`config.mk`:
```
export PLATFORM = sky130hd
export DESIGN_NAME = window_hit_test_raise_core
export DESIGN_NICKNAME = d
export VERILOG_FILES = /design/src/sv/whtr_pkg.sv /design/src/sv/window_hit_test_raise_core.sv /design/src/sv/whtr_hit_unit.sv
export SDC_FILE = /design/constraint.sdc
export NUM_CORES = 1
export LEC_CHECK = 0
export ABC_AREA = 1
export BUFFER_PORTS_ARGS = -buffer_cell sky130_fd_sc_hd__buf_2
export CAP_MARGIN = 20
export CELL_PAD_IN_SITES_DETAIL_PLACEMENT = 1
export CELL_PAD_IN_SITES_GLOBAL_PLACEMENT = 2
export CORE_MARGIN = 1
export CORE_UTILIZATION = 45
export CTS_BUF_LIST = sky130_fd_sc_hd__clkbuf_16
export CTS_CLUSTER_SIZE = 20
export DETAILED_ROUTE_END_ITERATION = 8
export GPL_ROUTABILITY_DRIVEN = 0
export PLACE_DENSITY_LB_ADDON = 0.2
export SLEW_MARGIN = 20
export SYNTH_ARGS = -nofsm -noshare
export SYNTH_HDL_FRONTEND = slang
export SYNTH_SLANG_ARGS = --single-unit
```
`constraint.sdc`:
```
create_clock -name clk -period 8.2 [get_ports clk]
set_input_delay 0.41 -clock clk [delete_from_list [all_inputs] [get_ports clk]]
set_output_delay 0.41 -clock clk [all_outputs]
set_load 0.01 [all_outputs]
```
`src/sv/whtr_pkg.sv`:
```
// Shared types and constants for the window hit-test and raise block.
// No dependencies; imported by every module of the block.
package whtr_pkg;

    localparam int X_W    = 12;
    localparam int Y_W    = 11;
    localparam int NUM_W  = 5;
    localparam int KIND_W = 2;

    localparam logic OP_LOAD  = 1'b0;
    localparam logic OP_CLICK = 1'b1;

    localparam logic [KIND_W-1:0] KIND_HIT     = 2'd0;
    localparam logic [KIND_W-1:0] KIND_IGNORED = 2'd1;
    localparam logic [KIND_W-1:0] KIND_DROPPED = 2'd2;

    // One stacked window: its rectangle and its load-order number.
    typedef struct packed {
        logic [X_W-1:0]   left;
        logic [Y_W-1:0]   bottom;
        logic [X_W-1:0]   right;
        logic [Y_W-1:0]   top_edge;
        logic [NUM_W-1:0] number;
    } whtr_entry_t;

endpackage

```
`src/sv/window_hit_test_raise_core.sv`:
```
// Top level of the window stack: sequencer, window memory and result register.
// Depends on whtr_pkg and instantiates whtr_hit_unit.
//
//  Channel | Handshake             | Payload
//  --------+-----------------------+------------------------------------------------
//  input   | in_valid / in_ready   | op, left, bottom, right, top_edge, point_x, point_y
//  output  | out_valid / out_ready | kind, window_number
//
// A load request that fits is written into memory and produces no result; a
// dropped load goes through the hand-over state to the result register. A click
// scans the stacked windows from the top down through the single memory read
// port and the shared compare unit; on a hit each window above the hit one is
// shifted down, the hit window is placed on top, and the result is handed over.
// Reset clears the sequencer, the window count and the result register; the
// memory holds no reset value and is only read below the count. A result
// waiting in the output register does not block the next request; only a
// finished result stalls, in the hand-over state, while the output register is
// still full.
module window_hit_test_raise_core #(
    parameter int MAX_WINDOWS = 16
) (
    input  logic                           clk,
    input  logic                           rst_n,
    input  logic                           in_valid,
    output logic                           in_ready,
    input  logic                           op,
    input  logic [whtr_pkg::X_W-1:0]       left,
    input  logic [whtr_pkg::Y_W-1:0]       bottom,
    input  logic [whtr_pkg::X_W-1:0]       right,
    input  logic [whtr_pkg::Y_W-1:0]       top_edge,
    input  logic [whtr_pkg::X_W-1:0]       point_x,
    input  logic [whtr_pkg::Y_W-1:0]       point_y,
    output logic                           out_valid,
    input  logic                           out_ready,
    output logic [whtr_pkg::KIND_W-1:0]    kind,
    output logic [whtr_pkg::NUM_W-1:0]     window_number
);
    import whtr_pkg::*;

    // Count width holds MAX_WINDOWS itself; the address width covers the depth.
    localparam int CW = $clog2(MAX_WINDOWS + 1);
    localparam int AW = (MAX_WINDOWS > 1) ? $clog2(MAX_WINDOWS) : 1;

    typedef enum logic [2:0] {
        ST_IDLE,
        ST_SCAN,
        ST_MOVE,
        ST_PLACE,
        ST_DONE
    } state_t;

    state_t              state_reg, state_next;
    logic [CW-1:0]       count_reg, count_next;
    logic [AW-1:0]       pos_reg, pos_next;
    logic [X_W-1:0]      px_reg, px_next;
    logic [Y_W-1:0]      py_reg, py_next;
    whtr_entry_t         hit_reg, hit_next;
    logic [KIND_W-1:0]   res_kind_reg, res_kind_next;
    logic [NUM_W-1:0]    res_num_reg, res_num_next;
    logic                out_valid_reg, out_valid_next;
    logic [KIND_W-1:0]   kind_reg, kind_next;
    logic [NUM_W-1:0]    number_reg, number_next;

    // Window memory: one write port and one registered read port.
    whtr_entry_t         mem [MAX_WINDOWS];
    whtr_entry_t         rd_data_reg;
    logic [AW-1:0]       rd_addr;
    logic                wr_en;
    logic [AW-1:0]       wr_addr;
    whtr_entry_t         wr_data;

    logic                hit;
    logic                full;
    logic [AW-1:0]       last;
    logic [31:0]         count_ext;
    whtr_entry_t         new_entry;

    whtr_hit_unit u_hit (
        .entry (rd_data_reg),
        .px    (px_reg),
        .py    (py_reg),
        .hit   (hit)
    );

    assign full      = (count_reg == CW'(MAX_WINDOWS));
    assign last      = AW'(count_reg - CW'(1));
    // Window numbers are the new count, kept to the five bits of the result.
    assign count_ext = 32'(count_reg) + 32'd1;

    always_comb
    begin
        new_entry.left     = left;
        new_entry.bottom   = bottom;
        new_entry.right    = right;
        new_entry.top_edge = top_edge;
        new_entry.number   = count_ext[NUM_W-1:0];
    end

    assign in_ready      = (state_reg == ST_IDLE);
    assign out_valid     = out_valid_reg;
    assign kind          = kind_reg;
    assign window_number = number_reg;

    always_comb
    begin
        state_next     = state_reg;
        count_next     = count_reg;
        pos_next       = pos_reg;
        px_next        = px_reg;
        py_next        = py_reg;
        hit_next       = hit_reg;
        res_kind_next  = res_kind_reg;
        res_num_next   = res_num_reg;
        out_valid_next = out_valid_reg;
        kind_next      = kind_reg;
        number_next    = number_reg;
        rd_addr        = pos_reg;
        wr_en          = 1'b0;
        wr_addr        = pos_reg;
        wr_data        = rd_data_reg;

        if (out_valid_reg && out_ready)
        begin
            out_valid_next = 1'b0;
        end

        unique case (state_reg)
            ST_IDLE:
            begin
                if (in_valid)
                begin
                    if (op == OP_LOAD)
                    begin
                        if (full)
                        begin
                            res_kind_next = KIND_DROPPED;
                            res_num_next  = '0;
                            state_next    = ST_DONE;
                        end
                        else
                        begin
                            wr_en      = 1'b1;
                            wr_addr    = count_reg[AW-1:0];
                            wr_data    = new_entry;
                            count_next = count_reg + CW'(1);
                        end
                    end
                    else
                    begin
                        px_next = point_x;
                        py_next = point_y;
                        if (count_reg == '0)
                        begin
                            res_kind_next = KIND_IGNORED;
                            res_num_next  = '0;
                            state_next    = ST_DONE;
                        end
                        else
                        begin
                            // Start the walk at the top of the stack.
                            rd_addr    = last;
                            pos_next   = last;
                            state_next = ST_SCAN;
                        end
                    end
                end
            end

            ST_SCAN:
            begin
                if (hit)
                begin
                    hit_next      = rd_data_reg;
                    res_kind_next = KIND_HIT;
                    res_num_next  = rd_data_reg.number;
                    if (pos_reg == last)
                    begin
                        // Already on top, so the order does not change.
                        state_next = ST_DONE;
                    end
                    else
                    begin
                        rd_addr    = pos_reg + AW'(1);
                        pos_next   = pos_reg + AW'(1);
                        state_next = ST_MOVE;
                    end
                end
                else if (pos_reg == '0)
                begin
                    res_kind_next = KIND_IGNORED;
                    res_num_next  = '0;
                    state_next    = ST_DONE;
                end
                else
                begin
                    rd_addr  = pos_reg - AW'(1);
                    pos_next = pos_reg - AW'(1);
                end
            end

            ST_MOVE:
            begin
                // The entry just read slides down one place.
                wr_en   = 1'b1;
                wr_addr = pos_reg - AW'(1);
                wr_data = rd_data_reg;
                if (pos_reg == last)
                begin
                    state_next = ST_PLACE;
                end
                else
                begin
                    rd_addr  = pos_reg + AW'(1);
                    pos_next = pos_reg + AW'(1);
                end
            end

            ST_PLACE:
            begin
                wr_en      = 1'b1;
                wr_addr    = last;
                wr_data    = hit_reg;
                state_next = ST_DONE;
            end

            ST_DONE:
            begin
                if (!out_valid_reg || out_ready)
                begin
                    out_valid_next = 1'b1;
                    kind_next      = res_kind_reg;
                    number_next    = res_num_reg;
                    state_next     = ST_IDLE;
                end
            end

            default:
            begin
                state_next = ST_IDLE;
            end
        endcase
    end

    always_ff @(posedge clk or negedge rst_n)
    begin
        if (!rst_n)
        begin
            state_reg     <= ST_IDLE;
            count_reg     <= '0;
            pos_reg       <= '0;
            px_reg        <= '0;
            py_reg        <= '0;
            hit_reg       <= '0;
            res_kind_reg  <= KIND_IGNORED;
            res_num_reg   <= '0;
            out_valid_reg <= 1'b0;
            kind_reg      <= KIND_IGNORED;
            number_reg    <= '0;
        end
        else
        begin
            state_reg     <= state_next;
            count_reg     <= count_next;
            pos_reg       <= pos_next;
            px_reg        <= px_next;
            py_reg        <= py_next;
            hit_reg       <= hit_next;
            res_kind_reg  <= res_kind_next;
            res_num_reg   <= res_num_next;
            out_valid_reg <= out_valid_next;
            kind_reg      <= kind_next;
            number_reg    <= number_next;
        end
    end

    always_ff @(posedge clk)
    begin
        if (wr_en)
        begin
            mem[wr_addr] <= wr_data;
        end
    end

    always_ff @(posedge clk)
    begin
        rd_data_reg <= mem[rd_addr];
    end

    // The stack never holds more windows than it has room for.
    a_count_bound: assert property (@(posedge clk) disable iff (!rst_n)
        count_reg <= CW'(MAX_WINDOWS))
        else $error("window count above capacity");

    // A load that fits grows the stack by exactly one window.
    a_load_grows: assert property (@(posedge clk) disable iff (!rst_n)
        (in_valid && in_ready && (op == OP_LOAD) && !full)
        |=> (count_reg == $past(count_reg) + CW'(1)))
        else $error("load did not add a window");

    // A click only reorders the stack and never changes its size.
    a_click_keeps_count: assert property (@(posedge clk) disable iff (!rst_n)
        (in_valid && in_ready && (op == OP_CLICK)) |=> $stable(count_reg))
        else $error("click changed the window count");

    // A hit names a real window, as long as numbers fit the result field.
    a_hit_number: assert property (@(posedge clk) disable iff (!rst_n)
        ((MAX_WINDOWS < 32) && (state_reg == ST_DONE) && (res_kind_reg == KIND_HIT))
        |-> (res_num_reg != '0))
        else $error("hit reported without a window number");

endmodule

```
`src/sv/whtr_hit_unit.sv`:
```
// Shared containment compare: tests one stored window against the click point.
// Depends on whtr_pkg for the entry type and coordinate widths.
module whtr_hit_unit (
    input  whtr_pkg::whtr_entry_t  entry,
    input  logic [whtr_pkg::X_W-1:0] px,
    input  logic [whtr_pkg::Y_W-1:0] py,
    output logic                     hit
);
    import whtr_pkg::*;

    // Every edge is inclusive; an inverted rectangle can never match.
    assign hit = (px >= entry.left) && (px <= entry.right) &&
                 (py >= entry.bottom) && (py <= entry.top_edge);

endmodule

```
==> results by group <==
Outcome
  – Status: completed

Clock tree
  – CTS tree: yes
  – Insertion delay of the later-clocked pin in the worst-skew pair: roughly 700 ps
  – Number of sinks on the clock net: around 970
  – Buffers inserted by post-CTS timing repair: 0
  – Number of buffers created by CTS: around 110
  – Clock slew seen by the registers of the worst setup and hold paths: approximately 60 ps
  – Root Driver: sky130_fd_sc_hd__clkbuf_16
  – Max Buffers Root-to-Sink: 3
  – Clock H-tree levels: 3

Die
  – Die Width: between 300 and 400 µm
  – I/O Pins: between 80 and 90
  – Die Footprint: 97,600 µm²
  – Site row count: approximately 110
  – Initial standard-cell utilization of the core: 0.456
  – Floorplan die height: about 310 µm
  – Core ar.: 95,200 µm²

Routing
  – Detailed-route vias per instance: 5.49
  – Number of violations reported at the end of detailed-routing iteration 0: 2,735
  – Number of detailed-route iterations in the first pass: 6
  – ANT nets after route: 0
  – Total wire length: between 100,000 and 150,000 µm
  – Average wire per cell in the routed design: 24.0 µm
  – Number of remaining DRC errors: 0
  – Via count of the routed design: just over 30,000

Layout
  – Max reg flops: slightly above 800
  – Filler Cells Inserted: approximately 10,000
  – Final core utilization: 0.511
  – Register Area: 28,100 µm²
  – Share of cells above drive strength 1: 0.0885
  – Growth of design area from synthesis to finish: 12.1%
  – Final-stage net count: around 4,300
  – Multi-input combinational cell area: 11,500 µm²

Synth
  – Cell taking the most area after synthesis: sky130_fd_sc_hd__edfxtp_1
  – Proportion of synthesized chip area in sequential cells: 0.647
  – Number of synthesized register bits: 968
  – Synth top area share: 0.565
  – Ys flop type: sky130_fd_sc_hd__edfxtp_1
  – Unique masters post-synth: 41
  – Top cells by area, synth: sky130_fd_sc_hd__edfxtp_1 (57%), sky130_fd_sc_hd__nand3_1 (11%), sky130_fd_sc_hd__inv_1 (6.3%), sky130_fd_sc_hd__nand2_1 (6.1%), sky130_fd_sc_hd__dfrtp_1 (5.7%)
  – Number of flops mapped to enable cells by yosys: just over 800
  – Fraction of registers with async set/reset: 0.104
  – Gate count after technology mapping: roughly 4,100
  – Warnings, synthesis: 0
  – Netlist Area Pre-Place: around 43,000 µm²
  – Net Count, Synth: 4,251
  – Average cell area after synthesis: roughly 11 µm²

Power and ir drop
  – P_leak: around 20 nW
  – Proportion of power drawn by combinational gates: 0.460
  – Net switching power of the design: ~9.4 mW
  – Highest ir drop seen on vdd: around 0.35 mV
  – Internal power: 11.8 mW
  – Power density of the placed cells: between 400 and 500 nW/µm²
  – Power share of the clock group: 0.215
  – Switching power share of the total: 0.443
  – Share of power burned in registers: 0.325

Run
  – Maximum Capacitance Violations: 0

Timing
  – Count of endpoints failing hold in the final timing report: 0
  – Final Max Tran Viols: 0
  – Final worst-path setup slack: around 3200 ps
  – Sum Neg Setup Slack: 0 ps
  – Unrepaired setup endpoints after global routing: no
  – Setup Skew: just over 30 ps
  – Slew HR: 0.219
  – Final Cycle Share: 0.615
  – Timing-limited maximum frequency: between 0.15 and 0.2 GHz
  – Final count of negative-setup-slack endpoints: 0
  – Post-layout min period: around 5000 ps
  – Actual transition at the worst max-transition pin: 1170 ps

Worst setup path
  – Cell Chain, Critical Path: ha_1, nand2_1, nand3b_1, nand2_1, nand2_1, nand2_1, nand2_1, nand2_1, clkinv_1, nand4_1, nand2_1, nand2_1, nand2_8, buf_12, buf_4, nand3b_1, nand3_1, nand3_1, nand3_1, nand2_1
  – Critical path launch point: px_reg[1]
  – Library cell contributing the largest single delay on the critical path: sky130_fd_sc_hd__buf_4
  – Arrival time reported for the critical path endpoint: approximately 5600 ps
  – FF-to-FF Start: px_reg[1]
  – Cell family with the largest share of critical-path delay: simple AND/OR/NAND/NOR gates
  – Sort of element at the end of the critical path: register
  – Kind of launch point of the worst setup path: register
  – Most prevalent standard cell on the critical path: sky130_fd_sc_hd__nand2_1
  – Req. time, crit path: just under 9000 ps
  – Critical-path maximum fanout: approximately 160
  – Critical path start-end classification: reg -> reg
  – CP peak stage delay: about 860 ps
  – Worst Path Buf+Inv: 3

Worst hold path
  – Hold path start: out_ready
  – Hold crit path type: in -> reg

GRT
  – Pin count of the biggest net entering global routing: 164
  – GRT Overall Usage: 0.273
  – First-pass GRT wire length: around 200,000 µm
  – Total global routing overflow: 0
  – Vias in the first global route: roughly 31,000
  – Number of antenna violations at the first check in global routing: 6

Place
  – Place WS: between 3000 and 4000 ps
  – IO Port Bufs: 82
  – HPWL after DPL: roughly 76,000 µm
-- Yosys cell counts (7+ instances only) --
master	instances
sky130_fd_sc_hd__dfrtp_1	99
sky130_fd_sc_hd__mux2_2	21
sky130_fd_sc_hd__clkbuf_1	81
sky130_fd_sc_hd__a21oi_1	28
sky130_fd_sc_hd__buf_4	22
sky130_fd_sc_hd__nor2_1	46
sky130_fd_sc_hd__nand2_1	710
sky130_fd_sc_hd__buf_6	18
sky130_fd_sc_hd__o211ai_1	49
sky130_fd_sc_hd__dfxtp_1	51
sky130_fd_sc_hd__ha_1	51
sky130_fd_sc_hd__inv_1	727
sky130_fd_sc_hd__nand3b_1	205
sky130_fd_sc_hd__o21ai_0	79
sky130_fd_sc_hd__nand3_1	937
sky130_fd_sc_hd__buf_2	117
sky130_fd_sc_hd__edfxtp_1	816
sky130_fd_sc_hd__nand4_1	10
sky130_fd_sc_hd__xor2_1	7
-- worst reg2reg max path, delay by kind of cell (launching register included) --
kind | cells | cell delay, ps
flops | 1 | 490
buf+inv | 3 | 1770
fa+ha+maj | 1 | 350
simple gates | 16 | 2330
-- stage by stage --
step	instance area [µm²]	hold slack, ps	total power, mW	instances
after global routing	48600	43.2	22.5	5546
after CTS	48600	8.41	21.3	5541
after detailed placement	45100	470	16.7	5325
after floorplan	43300	114	13.3	4126
final	48600	47.3	21.2	5553
after global placement	45000	461	16.5	5317
-- path summary, 6_finish.rpt --
path                                    endpoint  depth (start not counted)  slack [ps]
worst min-delay path                   out_valid                          4          50
worst max-delay path             rd_data_reg[25]                         20        3160
worst min register to register  window_number[0]                          2         480
worst max register to register   rd_data_reg[25]                         20        3160
min in group asynchronous       window_number[2]                          2         320
max in group asynchronous            hit_reg[40]                          3        6600
-- layer usage --
metal	wire length (µm)	up-vias	global-route usage
li1	-	13994	-
met1	61100	15453	0.388
met2	60000	807	0.425
met3	8120	225	0.0508
met4	3830	4	0.0858
met5	27	-	0
-- power by group through the flow --
stage | clock network (mW) | registers, mW | logic [mW]
after floorplan | 0 | 6.87 | 6.48
after global placement | 0 | 6.97 | 9.54
after detailed placement | 0 | 6.99 | 9.69
after CTS | 4.64 | 6.89 | 9.77
after global routing | 4.81 | 6.94 | 10.7
final | 4.57 | 6.89 | 9.76
-- kinds of logic after synthesis --
family,Yosys count,share of synthesized area
and+or+nand+nor,1917,0.212
AOI/OAI and AO/OA,176,0.0246
DFF,968,0.647
muxes,22,0.00569
xor gates and xnor gates,11,0.00257
adders and majority gates,51,0.0147
buffers and inverters,981,0.0933
-- area by class of cell --
class                   instances  area share
flip-flops and latches        968       0.577
multi-input cells            2177       0.236
inverters                     738      0.0571
clock buffers                 108      0.0556
well taps                    1265      0.0326
repair buffers                198      0.0293
clock inverters                92      0.0124
diodes                          7    0.000360
-- placed cells by master, fill, tap and decap left out, types with 18 or more instances in the layout --
cell / netlist / layout
sky130_fd_sc_hd__nand3_1: 937 / 937
sky130_fd_sc_hd__edfxtp_1: 816 / 816
sky130_fd_sc_hd__inv_1: 727 / 769
sky130_fd_sc_hd__nand2_1: 710 / 708
sky130_fd_sc_hd__nand3b_1: 205 / 205
sky130_fd_sc_hd__clkbuf_16: 0 / 108
sky130_fd_sc_hd__dfrtp_1: 99 / 99
sky130_fd_sc_hd__buf_4: 22 / 91
sky130_fd_sc_hd__buf_2: 117 / 81
sky130_fd_sc_hd__o21ai_0: 79 / 79
sky130_fd_sc_hd__ha_1: 51 / 51
sky130_fd_sc_hd__dfxtp_1: 51 / 51
sky130_fd_sc_hd__o211ai_1: 49 / 49
sky130_fd_sc_hd__nor2_1: 46 / 28
sky130_fd_sc_hd__a21oi_1: 28 / 28
sky130_fd_sc_hd__clkinv_1: 5 / 27
sky130_fd_sc_hd__mux2_2: 21 / 21
sky130_fd_sc_hd__nor2_4: 0 / 19
sky130_fd_sc_hd__clkinv_2: 0 / 18
-- repair_timing --
action	4_1_cts	5_1_grt
resized for setup	0	0
endpoints found under the hold margin	74	0
hold buffers	16	0
endpoints found under the setup margin	0	0
Note: power is estimated with default switching activity, not from simulation.
